$ cat src/hw/rtl/hsvrgb_pkg.sv
// Types and constants shared by the hsv to rgb pixel pipeline.
// No dependencies.
`timescale 1ns / 1ps

package hsvrgb_pkg;

    localparam int unsigned HUE_W      = 13;
    localparam int unsigned CHAN_W     = 8;
    localparam int unsigned SCALED_W   = 16;   // values at a scale of 255*255
    localparam int unsigned FRAC_W     = 10;   // ramp 0..960
    localparam int unsigned PROD_W     = 26;   // chroma times ramp

    localparam logic [HUE_W-1:0] HUE_SECTOR = 13'd960;
    localparam logic [HUE_W-1:0] HUE_SPAN   = 13'd1920;

    // floor(t/15) = (t * RECIP_15) >> 24 for t below 2^20
    localparam logic [20:0] RECIP_15    = 21'd1118482;
    localparam int unsigned RECIP_15_SH = 24;
    // floor(y/255) = (y * RECIP_255) >> 23 for 16-bit y
    localparam logic [15:0] RECIP_255    = 16'd32897;
    localparam int unsigned RECIP_255_SH = 23;

    typedef enum logic [2:0] {
        SECT_RED_GREEN_UP   = 3'd0,
        SECT_GREEN_RED_DOWN = 3'd1,
        SECT_GREEN_BLUE_UP  = 3'd2,
        SECT_BLUE_GREEN_DN  = 3'd3,
        SECT_BLUE_RED_UP    = 3'd4,
        SECT_RED_BLUE_DN    = 3'd5
    } sector_t;

    typedef struct packed {
        logic [HUE_W-1:0]  hue;
        logic [CHAN_W-1:0] saturation;
        logic [CHAN_W-1:0] brightness;
    } hsv_pixel_t;

    typedef struct packed {
        logic [CHAN_W-1:0] red;
        logic [CHAN_W-1:0] green;
        logic [CHAN_W-1:0] blue;
    } rgb_pixel_t;

    // after the front stage
    typedef struct packed {
        logic [SCALED_W-1:0] cp;
        logic [SCALED_W-1:0] mp;
        logic [FRAC_W-1:0]   frac;
        sector_t             sector;
    } front_t;

    // after the ramp stages
    typedef struct packed {
        logic [SCALED_W-1:0] cp;
        logic [SCALED_W-1:0] xp;
        logic [SCALED_W-1:0] mp;
        sector_t             sector;
    } ramp_t;

endpackage

$ cat src/hw/rtl/hsvrgb_front.sv
// Front stage: chroma, offset, hue sector and ramp fraction.
// Depends on hsvrgb_pkg.
`timescale 1ns / 1ps

module hsvrgb_front import hsvrgb_pkg::*; (
    input  logic       aclk,
    input  logic       aresetn,
    input  logic       in_valid,
    output logic       in_ready,
    input  hsv_pixel_t in_pixel,
    output logic       out_valid,
    input  logic       out_ready,
    output front_t     out_data
);

    logic         valid_reg;
    logic         valid_next;
    front_t       data_reg;
    front_t       data_next;
    logic         load;
    logic [HUE_W-1:0] q;
    logic [HUE_W-1:0] hue_base;

    assign in_ready  = !valid_reg || out_ready;
    assign load      = in_valid && in_ready;
    assign out_valid = valid_reg;
    assign out_data  = data_reg;

    always_comb begin
        data_next = data_reg;

        // hue mod 1920 by range
        priority if (in_pixel.hue >= 13'd7680) begin
            hue_base = 13'd7680;
        end else if (in_pixel.hue >= 13'd5760) begin
            hue_base = 13'd5760;
        end else if (in_pixel.hue >= 13'd3840) begin
            hue_base = 13'd3840;
        end else if (in_pixel.hue >= HUE_SPAN) begin
            hue_base = HUE_SPAN;
        end else begin
            hue_base = '0;
        end
        q = in_pixel.hue - hue_base;

        if (q < HUE_SECTOR) begin
            data_next.frac = q[FRAC_W-1:0];
        end else begin
            data_next.frac = FRAC_W'(HUE_SPAN - q);
        end

        // out-of-range hue stays in the last sector
        priority if (in_pixel.hue >= 13'd4800) begin
            data_next.sector = SECT_RED_BLUE_DN;
        end else if (in_pixel.hue >= 13'd3840) begin
            data_next.sector = SECT_BLUE_RED_UP;
        end else if (in_pixel.hue >= 13'd2880) begin
            data_next.sector = SECT_BLUE_GREEN_DN;
        end else if (in_pixel.hue >= HUE_SPAN) begin
            data_next.sector = SECT_GREEN_BLUE_UP;
        end else if (in_pixel.hue >= HUE_SECTOR) begin
            data_next.sector = SECT_GREEN_RED_DOWN;
        end else begin
            data_next.sector = SECT_RED_GREEN_UP;
        end

        data_next.cp = SCALED_W'(in_pixel.brightness) * SCALED_W'(in_pixel.saturation);
        // v*255 - cp, never negative
        data_next.mp = {in_pixel.brightness, 8'b0} - SCALED_W'(in_pixel.brightness)
                       - data_next.cp;
    end

    assign valid_next = in_ready ? in_valid : valid_reg;

    always_ff @(posedge aclk) begin
        if (!aresetn) begin
            valid_reg <= 1'b0;
        end else begin
            valid_reg <= valid_next;
        end
    end

    always_ff @(posedge aclk) begin
        if (load) begin
            data_reg <= data_next;
        end
    end

`ifndef SYNTHESIS
    a_frac_range: assert property (@(posedge aclk) disable iff (!aresetn)
        valid_reg |-> (data_reg.frac <= FRAC_W'(HUE_SECTOR)))
        else $error("ramp fraction above one");

    a_offset_sum: assert property (@(posedge aclk) disable iff (!aresetn)
        valid_reg |-> ((17'(data_reg.cp) + 17'(data_reg.mp)) <= 17'd65025))
        else $error("chroma plus offset above full scale");
`endif

endmodule

$ cat src/hw/rtl/hsvrgb_ramp.sv
// Ramp stages: chroma times ramp fraction, then divide by 960.
// Depends on hsvrgb_pkg.
`timescale 1ns / 1ps

module hsvrgb_ramp import hsvrgb_pkg::*; (
    input  logic   aclk,
    input  logic   aresetn,
    input  logic   in_valid,
    output logic   in_ready,
    input  front_t in_data,
    output logic   out_valid,
    input  logic   out_ready,
    output ramp_t  out_data
);

    // stage a: product
    logic              a_valid_reg;
    logic              a_valid_next;
    logic              a_ready;
    logic [PROD_W-1:0] a_prod_reg;
    ramp_t             a_side_reg;     // xp field unused here
    // stage b: quotient
    logic              b_valid_reg;
    logic              b_valid_next;
    logic              b_ready;
    ramp_t             b_data_reg;
    ramp_t             b_data_next;
    logic [19:0]       t;
    logic [40:0]       t_scaled;

    assign b_ready  = !b_valid_reg || out_ready;
    assign a_ready  = !a_valid_reg || b_ready;
    assign in_ready = a_ready;

    assign a_valid_next = a_ready ? in_valid : a_valid_reg;
    assign b_valid_next = b_ready ? a_valid_reg : b_valid_reg;

    // 960 = 64 * 15: shift, then reciprocal multiply
    assign t        = a_prod_reg[PROD_W-1:6];
    assign t_scaled = 41'(t) * 41'(RECIP_15);

    always_comb begin
        b_data_next    = a_side_reg;
        b_data_next.xp = t_scaled[RECIP_15_SH +: SCALED_W];
    end

    always_ff @(posedge aclk) begin
        if (!aresetn) begin
            a_valid_reg <= 1'b0;
            b_valid_reg <= 1'b0;
        end else begin
            a_valid_reg <= a_valid_next;
            b_valid_reg <= b_valid_next;
        end
    end

    always_ff @(posedge aclk) begin
        if (in_valid && a_ready) begin
            a_prod_reg        <= PROD_W'(in_data.cp) * PROD_W'(in_data.frac);
            a_side_reg.cp     <= in_data.cp;
            a_side_reg.mp     <= in_data.mp;
            a_side_reg.xp     <= '0;
            a_side_reg.sector <= in_data.sector;
        end
        if (a_valid_reg && b_ready) begin
            b_data_reg <= b_data_next;
        end
    end

    assign out_valid = b_valid_reg;
    assign out_data  = b_data_reg;

`ifndef SYNTHESIS
    a_xp_bound: assert property (@(posedge aclk) disable iff (!aresetn)
        b_valid_reg |-> (b_data_reg.xp <= b_data_reg.cp))
        else $error("secondary component above chroma");
`endif

endmodule

$ cat src/hw/rtl/hsvrgb_mix.sv
// Output stage: sector placement, offset add and divide by 255.
// Depends on hsvrgb_pkg.
`timescale 1ns / 1ps

module hsvrgb_mix import hsvrgb_pkg::*; (
    input  logic       aclk,
    input  logic       aresetn,
    input  logic       in_valid,
    output logic       in_ready,
    input  ramp_t      in_data,
    output logic       out_valid,
    input  logic       out_ready,
    output rgb_pixel_t out_pixel
);

    logic                valid_reg;
    logic                valid_next;
    rgb_pixel_t          pixel_reg;
    rgb_pixel_t          pixel_next;
    logic [SCALED_W-1:0] r_comp;
    logic [SCALED_W-1:0] g_comp;
    logic [SCALED_W-1:0] b_comp;
    logic [SCALED_W-1:0] r_sum;
    logic [SCALED_W-1:0] g_sum;
    logic [SCALED_W-1:0] b_sum;
    logic [31:0]         r_scaled;
    logic [31:0]         g_scaled;
    logic [31:0]         b_scaled;

    assign in_ready   = !valid_reg || out_ready;
    assign valid_next = in_ready ? in_valid : valid_reg;

    always_comb begin
        r_comp = '0;
        g_comp = '0;
        b_comp = '0;
        unique case (in_data.sector)
            SECT_RED_GREEN_UP: begin
                r_comp = in_data.cp;
                g_comp = in_data.xp;
            end
            SECT_GREEN_RED_DOWN: begin
                r_comp = in_data.xp;
                g_comp = in_data.cp;
            end
            SECT_GREEN_BLUE_UP: begin
                g_comp = in_data.cp;
                b_comp = in_data.xp;
            end
            SECT_BLUE_GREEN_DN: begin
                g_comp = in_data.xp;
                b_comp = in_data.cp;
            end
            SECT_BLUE_RED_UP: begin
                r_comp = in_data.xp;
                b_comp = in_data.cp;
            end
            default: begin
                r_comp = in_data.cp;
                b_comp = in_data.xp;
            end
        endcase

        // sums stay within v*255
        r_sum = r_comp + in_data.mp;
        g_sum = g_comp + in_data.mp;
        b_sum = b_comp + in_data.mp;

        r_scaled = 32'(r_sum) * 32'(RECIP_255);
        g_scaled = 32'(g_sum) * 32'(RECIP_255);
        b_scaled = 32'(b_sum) * 32'(RECIP_255);

        pixel_next.red   = r_scaled[RECIP_255_SH +: CHAN_W];
        pixel_next.green = g_scaled[RECIP_255_SH +: CHAN_W];
        pixel_next.blue  = b_scaled[RECIP_255_SH +: CHAN_W];
    end

    always_ff @(posedge aclk) begin
        if (!aresetn) begin
            valid_reg <= 1'b0;
        end else begin
            valid_reg <= valid_next;
        end
    end

    always_ff @(posedge aclk) begin
        if (in_valid && in_ready) begin
            pixel_reg <= pixel_next;
        end
    end

    assign out_valid = valid_reg;
    assign out_pixel = pixel_reg;

endmodule

$ cat src/hw/rtl/hsv_to_rgb_pixel_unit.sv
// Four register stages (front, product, quotient, output); an accepted item passes through
// them in that order to m_valid. Throughput: one item per cycle while m_ready is high;
// each stage holds one level of multiplication and its register.
// Each stage stalls on its own, so bubbles close up under back-pressure.
// Reset (aresetn low, synchronous) empties every stage; no other state is kept.
// Top level of the hsv to rgb pixel pipeline; uses hsvrgb_pkg, hsvrgb_front,
// hsvrgb_ramp and hsvrgb_mix.
`timescale 1ns / 1ps

module hsv_to_rgb_pixel_unit import hsvrgb_pkg::*; (
    input  logic       aclk,
    input  logic       aresetn,
    input  logic       s_valid,
    output logic       s_ready,
    input  hsv_pixel_t s_pixel,
    output logic       m_valid,
    input  logic       m_ready,
    output rgb_pixel_t m_pixel
);

    logic   front_valid;
    logic   front_ready;
    front_t front_data;
    logic   ramp_valid;
    logic   ramp_ready;
    ramp_t  ramp_data;

    hsvrgb_front u_front (
        .aclk      (aclk),
        .aresetn   (aresetn),
        .in_valid  (s_valid),
        .in_ready  (s_ready),
        .in_pixel  (s_pixel),
        .out_valid (front_valid),
        .out_ready (front_ready),
        .out_data  (front_data)
    );

    hsvrgb_ramp u_ramp (
        .aclk      (aclk),
        .aresetn   (aresetn),
        .in_valid  (front_valid),
        .in_ready  (front_ready),
        .in_data   (front_data),
        .out_valid (ramp_valid),
        .out_ready (ramp_ready),
        .out_data  (ramp_data)
    );

    hsvrgb_mix u_mix (
        .aclk      (aclk),
        .aresetn   (aresetn),
        .in_valid  (ramp_valid),
        .in_ready  (ramp_ready),
        .in_data   (ramp_data),
        .out_valid (m_valid),
        .out_ready (m_ready),
        .out_pixel (m_pixel)
    );

`ifndef SYNTHESIS
    // a free output stage means the whole chain can take an item
    a_ready_when_drained: assert property (@(posedge aclk) disable iff (!aresetn)
        (!m_valid && !ramp_valid && !front_valid) |-> s_ready)
        else $error("input stalled with an empty pipeline");
`endif

endmodule
$ cat config.mk
export PLATFORM = sky130hd
export DESIGN_NAME = hsv_to_rgb_pixel_unit
export DESIGN_NICKNAME = d
export VERILOG_FILES = /design/src/hw/rtl/hsvrgb_pkg.sv /design/src/hw/rtl/hsvrgb_front.sv /design/src/hw/rtl/hsvrgb_ramp.sv /design/src/hw/rtl/hsvrgb_mix.sv /design/src/hw/rtl/hsv_to_rgb_pixel_unit.sv
export SDC_FILE = /design/constraint.sdc
export NUM_CORES = 1
export LEC_CHECK = 0
export CAP_MARGIN = 15
export CORE_MARGIN = 10
export CORE_UTILIZATION = 50
export DETAILED_ROUTE_END_ITERATION = 8
export DONT_BUFFER_PORTS = 1
export HOLD_SLACK_MARGIN = 0.12
export PLACE_DENSITY = 0.64
export SETUP_SLACK_MARGIN = 0.5
export SLEW_MARGIN = 20
export SYNTH_ARGS = -nofsm -noshare
export SYNTH_HDL_FRONTEND = slang
export SYNTH_SLANG_ARGS = --single-unit
export TNS_END_PERCENT = 30
$ cat constraint.sdc
create_clock -name aclk -period 11.7 [get_ports aclk]
set_clock_uncertainty 0.15 [all_clocks]
set_input_delay 2.925 -clock aclk [delete_from_list [all_inputs] [get_ports aclk]]
set_output_delay 2.925 -clock aclk [all_outputs]
set_load 0.005 [all_outputs]
* Word level (Yosys, flattened, before mapping) *
Index checks and enable logic that the tools add are counted.

operators by class
  $add $sub $neg = 7
  multipliers = 6
  order comparisons = 8
  equal/unequal tests = 4
  muxes and demuxes = 12
  reduce and logical (&&, ||, !) cells = 20

operator list
  cell                                                                                    count
  16-bit case mux with 2 select lines                                                     3
  16-bit by 16-bit multiplier with 31-bit output (second input constant)                  3
  16-bit adder                                                                            3
  13-bit greater-or-equal comparator (second input constant)                              3
  20-bit by 20-bit multiplier with 39-bit output (second input constant)                  1
  13-bit two-way mux                                                                      3
  13-bit by 12-bit greater-or-equal comparator with 1-bit output (second input constant)  2
  16-bit by 10-bit multiplier with 26-bit output                                          1
  8-bit by 8-bit multiplier with 16-bit output                                            1
  16-bit subtractor                                                                       1
  16-bit by 8-bit subtractor with 16-bit output                                           1
  2-bit OR reduction                                                                      7
  13-bit by 10-bit greater-or-equal comparator with 1-bit output (second input constant)  1
  13-bit by 11-bit greater-or-equal comparator with 1-bit output (second input constant)  1
  13-bit by 10-bit < comparator with 1-bit output (second input constant)                 1
  13-bit subtractor                                                                       1
  11-bit two-way mux                                                                      1
  10-bit two-way mux                                                                      1
  10-bit subtractor (first input constant)                                                1
  3-bit by 2-bit equality test with 1-bit output (second input constant)                  2
  3-bit two-way mux                                                                       2
  1-bit logical AND                                                                       4
  1-bit logical NOT                                                                       4
  1-bit logical OR                                                                        4
  4 further kinds                                                                         5

storage, ports and cells
  register bits = 185
  logic and storage cells = 77

* Depth between registers and ports, before layout *
  depth after elaboration = 8
  gate-level depth with buffers = 32
  mapped depth without buffers = 31

* Cells and area by module *
From an unflattened synthesis, not the netlist that was laid out.

second synthesis, totals
  cell total of the unflattened synthesis = 2524
  area, all modules = 24666.2 um^2

modules (own cells, without submodules)
  module        instances  cells an instance  area each (um^2)
  hsvrgb_ramp   1          1044               11616.1
  hsvrgb_mix    1          955                7903.8
  hsvrgb_front  1          525                5146.2

* Least setup slack after synthesis *
Ideal clock, no wire load.

  path kind = input to register
  start = input s_pixel[12] (netlist bit)
  end = register u_front.data_reg (netlist bit u_front.out_data[28]) (data pin)
  arrival = 7.655 ns
  data required time = 11.290 ns
  slack = 3.635 ns
  cell stages on the path = 22
  path buffers = 0
  cells stage by stage = and2_1 -> fa_1 -> fa_1 -> inv_1 -> fa_1 -> fa_1 -> inv_1 -> ha_1 -> inv_1 -> o21bai_1 -> a21oi_1 -> o21bai_1 -> a21oi_1 -> o21ai_0 -> o41a_1 -> xor2_1 -> ha_1 -> inv_1 -> ha_1 -> a21o_1 -> a31oi_1 -> xnor2_1

RTL lines
  item                    RTL line                     RTL
  start: declaration      hsv_to_rgb_pixel_unit.sv:15  input hsv_pixel_t s_pixel,
  end signal: assignment  hsvrgb_front.sv:85           data_reg <= data_next;
  end: declaration        hsvrgb_front.sv:18           front_t data_reg;

* Worst setup path in the final report *
  start = register u_ramp.b_data_reg (netlist bit u_ramp.out_data[2])
  end = register u_mix.pixel_reg (netlist bit u_mix.out_pixel[23]) (data pin)

on the way
  cells in the longest elaborated chain, start to end = 5

RTL lines
  item                                                                    RTL line           RTL
  start: declaration                                                      hsvrgb_ramp.sv:26  ramp_t b_data_reg;
  start signal: assignment                                                hsvrgb_ramp.sv:66  b_data_reg <= b_data_next;
  3-bit by 1-bit equality test with 1-bit output (tied with other cells)  hsvrgb_mix.sv:37   unique case (in_data.sector)
  2-bit OR reduction (no line)                                            --
  16-bit case mux with 2 select lines (*)                                 hsvrgb_mix.sv:37
  16-bit adder (*)                                                        hsvrgb_mix.sv:65   r_sum = r_comp + in_data.mp;
  16-bit by 16-bit multiplier with 31-bit output (*)                      hsvrgb_mix.sv:69   r_scaled = 32'(r_sum) * 32'(RECIP_255);
  net u_mix.r_scaled[30]                                                  hsvrgb_mix.sv:26   logic [31:0] r_scaled;
  end signal: assignment                                                  hsvrgb_mix.sv:88   pixel_reg <= pixel_next;
  end: declaration                                                        hsvrgb_mix.sv:18   rgb_pixel_t pixel_reg;

Mark *: on every way through the listed nets, which the timed path passes. The rest lies on a longest branch.
A chain may end at the register's enable or synchronous reset.

==> impl_results.md <==
- Setup TNS: 0 ps
- Post-synthesis async set-or-reset flop share: 0
- FP Rows: 78
- Worst Setup Start Kind: register
- Area share of fa/ha/maj cells after synthesis: 0.4227
- Largest family of logic cells by synthesized area: adder cells
- Syn avg cell area: 9.968 um2
- Die Height: 235.5 um
- Hold Crit Start: u_ramp.a_side_reg[11]$_DFFE_PP_
- Area after DPL: 23900 um2
- Slowest stage cell on the critical path: edfxtp_1
- Max Fclk: 0.1211 GHz
- Syn_nets: 3036
- Share of cells above drive strength 1: 0.03095
- CP Max Fanout: 31
- Inst Count DP: 2894
- Clock Latency Late Sink: 450 ps
- CP bufs+invs: 1
- Count leader, synth: ha_1
- Register area: 5335 um2
- Crit path time final: 8256 ps
- Post-synthesis cell type count: 76
- Total congestion overflow: 0
- Crit share post-route: 0.7057
- Non-filler cells, final: 2926
- Final wirelength: 48860 um
- DRT iter0 DRCs: 977
- Clock buffer depth: 2
- Via count: 15900
- Area taken by multi-input logic gates: 16380 um2
- Final Util: 0.5372
- Status: finished clean
- Crit path from: u_ramp.out_data[2]$_DFFE_PP_
- GPL Wtd Cong: 0.9347
- Mapped Cells: 2329
- Cts hold-fix bufs: 0
- Max reg flops: 51
- Synth Area in Simple Gates: 0.1178
- Largest stage delay, worst path: 940 ps
- Fillers: 4087
- Number of vias per cell: 5.435
- Initial Util: 0.5083
- CTS tree: yes
- CTS Sinks: 179
- Least-Margin Pin Slew: 977.2 ps
- Hpwl dp: 40290 um
- Synth Flop Type: edfxtp_1
- Clock root buffer master: clkbuf_16
- Top cell type's share of synthesized area: 0.2641
- H-tree depth: 4
- Top post-synthesis cells by count: ha_1, inv_1, nand2_1
- Compound-Gate Fraction of Synth Area: 0.1050
- First-pass GRT wire length: 82170 um
- Fin area: 24540 um2
- Reg clk slew, reported paths: 80 ps
- Critical path type: reg2reg
- Post-CTS Setup Inserts: 0
- Tot GR Track Use: 0.1793
- Drt pass-1 iters: 5
- Max-Cap Viols: 0
- Final setup fails: 0
- Critical path required time: 11750 ps
- Register area share after synthesis: 0.2298
- Vias in the first global route: 16360
- Hold Crit Class: reg2reg
- RR Startpoint: u_ramp.out_data[2]$_DFFE_PP_
- DRC Markers: 0
- Initial antenna violation count: 0
- Slew HR: 0.3463
- Area share of xor/xnor cells in the synthesized design: 0.05691
- CP most frequent cell: ha_1
- Antenna-violating nets left: 0
- Post-Syn Area: 23220 um2
- Pin count of the biggest net entering global routing: 56
- Max-slew violation count: 0
- Main area contributors after synthesis: ha_1, edfxtp_1, fa_1
- Die Area: 55450 um2
- Die X: 235.5 um
- Area leader, netlist: ha_1
- Num ports: 59
- Port Buf Inserts: 0
- TritonCTS Buffers: 17
- Final layout net count: 3020
- Antenna cell count: 0
- Crit end category: register
- Number of synthesized flops with an enable pin: 175
- Area growth syn-to-layout: 5.691%
- Resize count post-CTS: 0
- Worst EP arrival: 8300 ps
- Final Hold Viols: 0
- FF+latch count, synth: 179
- Unrepaired setup endpoints after global routing: no
- Warnings, synthesis: 0
- Proportion of synthesized area in mux cells: 0.001401
- Core area: 45670 um2
- WL/cell: 16.70 um
- Top delay family on crit path: compound AO/OA/AOI/OAI gates
==> final timing paths <==
check,endpoint,slack (ps),cells past startpoint
worst max-delay path,u_mix.out_pixel[23]$_DFFE_PP_,3440,28
worst min-delay path,u_ramp.out_data[11]$_DFFE_PP_,270,0
worst max register to register,u_mix.out_pixel[23]$_DFFE_PP_,3440,28
worst min register to register,u_ramp.out_data[11]$_DFFE_PP_,270,0
==> routing by layer <==
| metal | GRT usage | up-vias | part of all wire | routed length (um) |
|---|---|---|---|---|
| li1 | - | 7903 | - | - |
| met1 | 0.2363 | 7656 | 0.46 | 22680 |
| met5 | 0 | - | 0 | 0 |
| met2 | 0.3000 | 285 | 0.48 | 23270 |
| met3 | 0.02635 | 60 | 0.040 | 1954 |
| met4 | 0.05055 | 0 | 0.020 | 956 |
==> final cells by class <==
type	instances	share of cell area
inverters	367	0.05614
clock buffers	19	0.01846
repair buffers	8	0.002448
multi-input cells	1740	0.6674
flip-flops and latches	179	0.2174
well taps	600	0.03060
clock inverters	13	0.007496
==> through the flow <==
step           setup WS (ps)  hold WS [ps]
4_1_cts                 3495         267.3
6_report                3444         266.7
5_1_grt                 2612         276.8
3_5_place_dp            3345         254.5
2_1_floorplan           3635         250.3
3_3_place_gp            3392         253.3
==> cells in the final DEF (no fill, tap or decap), drive strengths merged, types with 54 or more instances in the layout <==
master / synthesis / final
a21oi: 117 / 117
and2: 145 / 145
edfxtp: 175 / 175
fa: 184 / 184
ha: 490 / 490
inv: 367 / 374
nand2: 193 / 193
nor2: 84 / 84
o21ai: 64 / 64
xnor2: 96 / 96
xor2: 54 / 54
==> logic make-up after synthesis <==
group                    count (synthesis)
flip-flops                             179
XOR/XNOR                               150
AO/OA/AOI/OAI                          363
adder cells (fa/ha/maj)                674
multiplexers                             3
AND/OR/NAND/NOR                        550
buffers and inverters                  410
==> worst register-to-register path: cells and delay by family (launching register included) <==
kind	cells	cell delay, ps
AOI/OAI and AO/OA	12	2560
xor gates and xnor gates	3	1480
adders and majority gates	7	2140
buffers and inverters	1	60
DFF	1	940
and+or+nand+nor	5	680
Power is left out: the tool's default activity adds up to more than one toggle a clock period on the data nets, which glitch-free logic cannot reach.
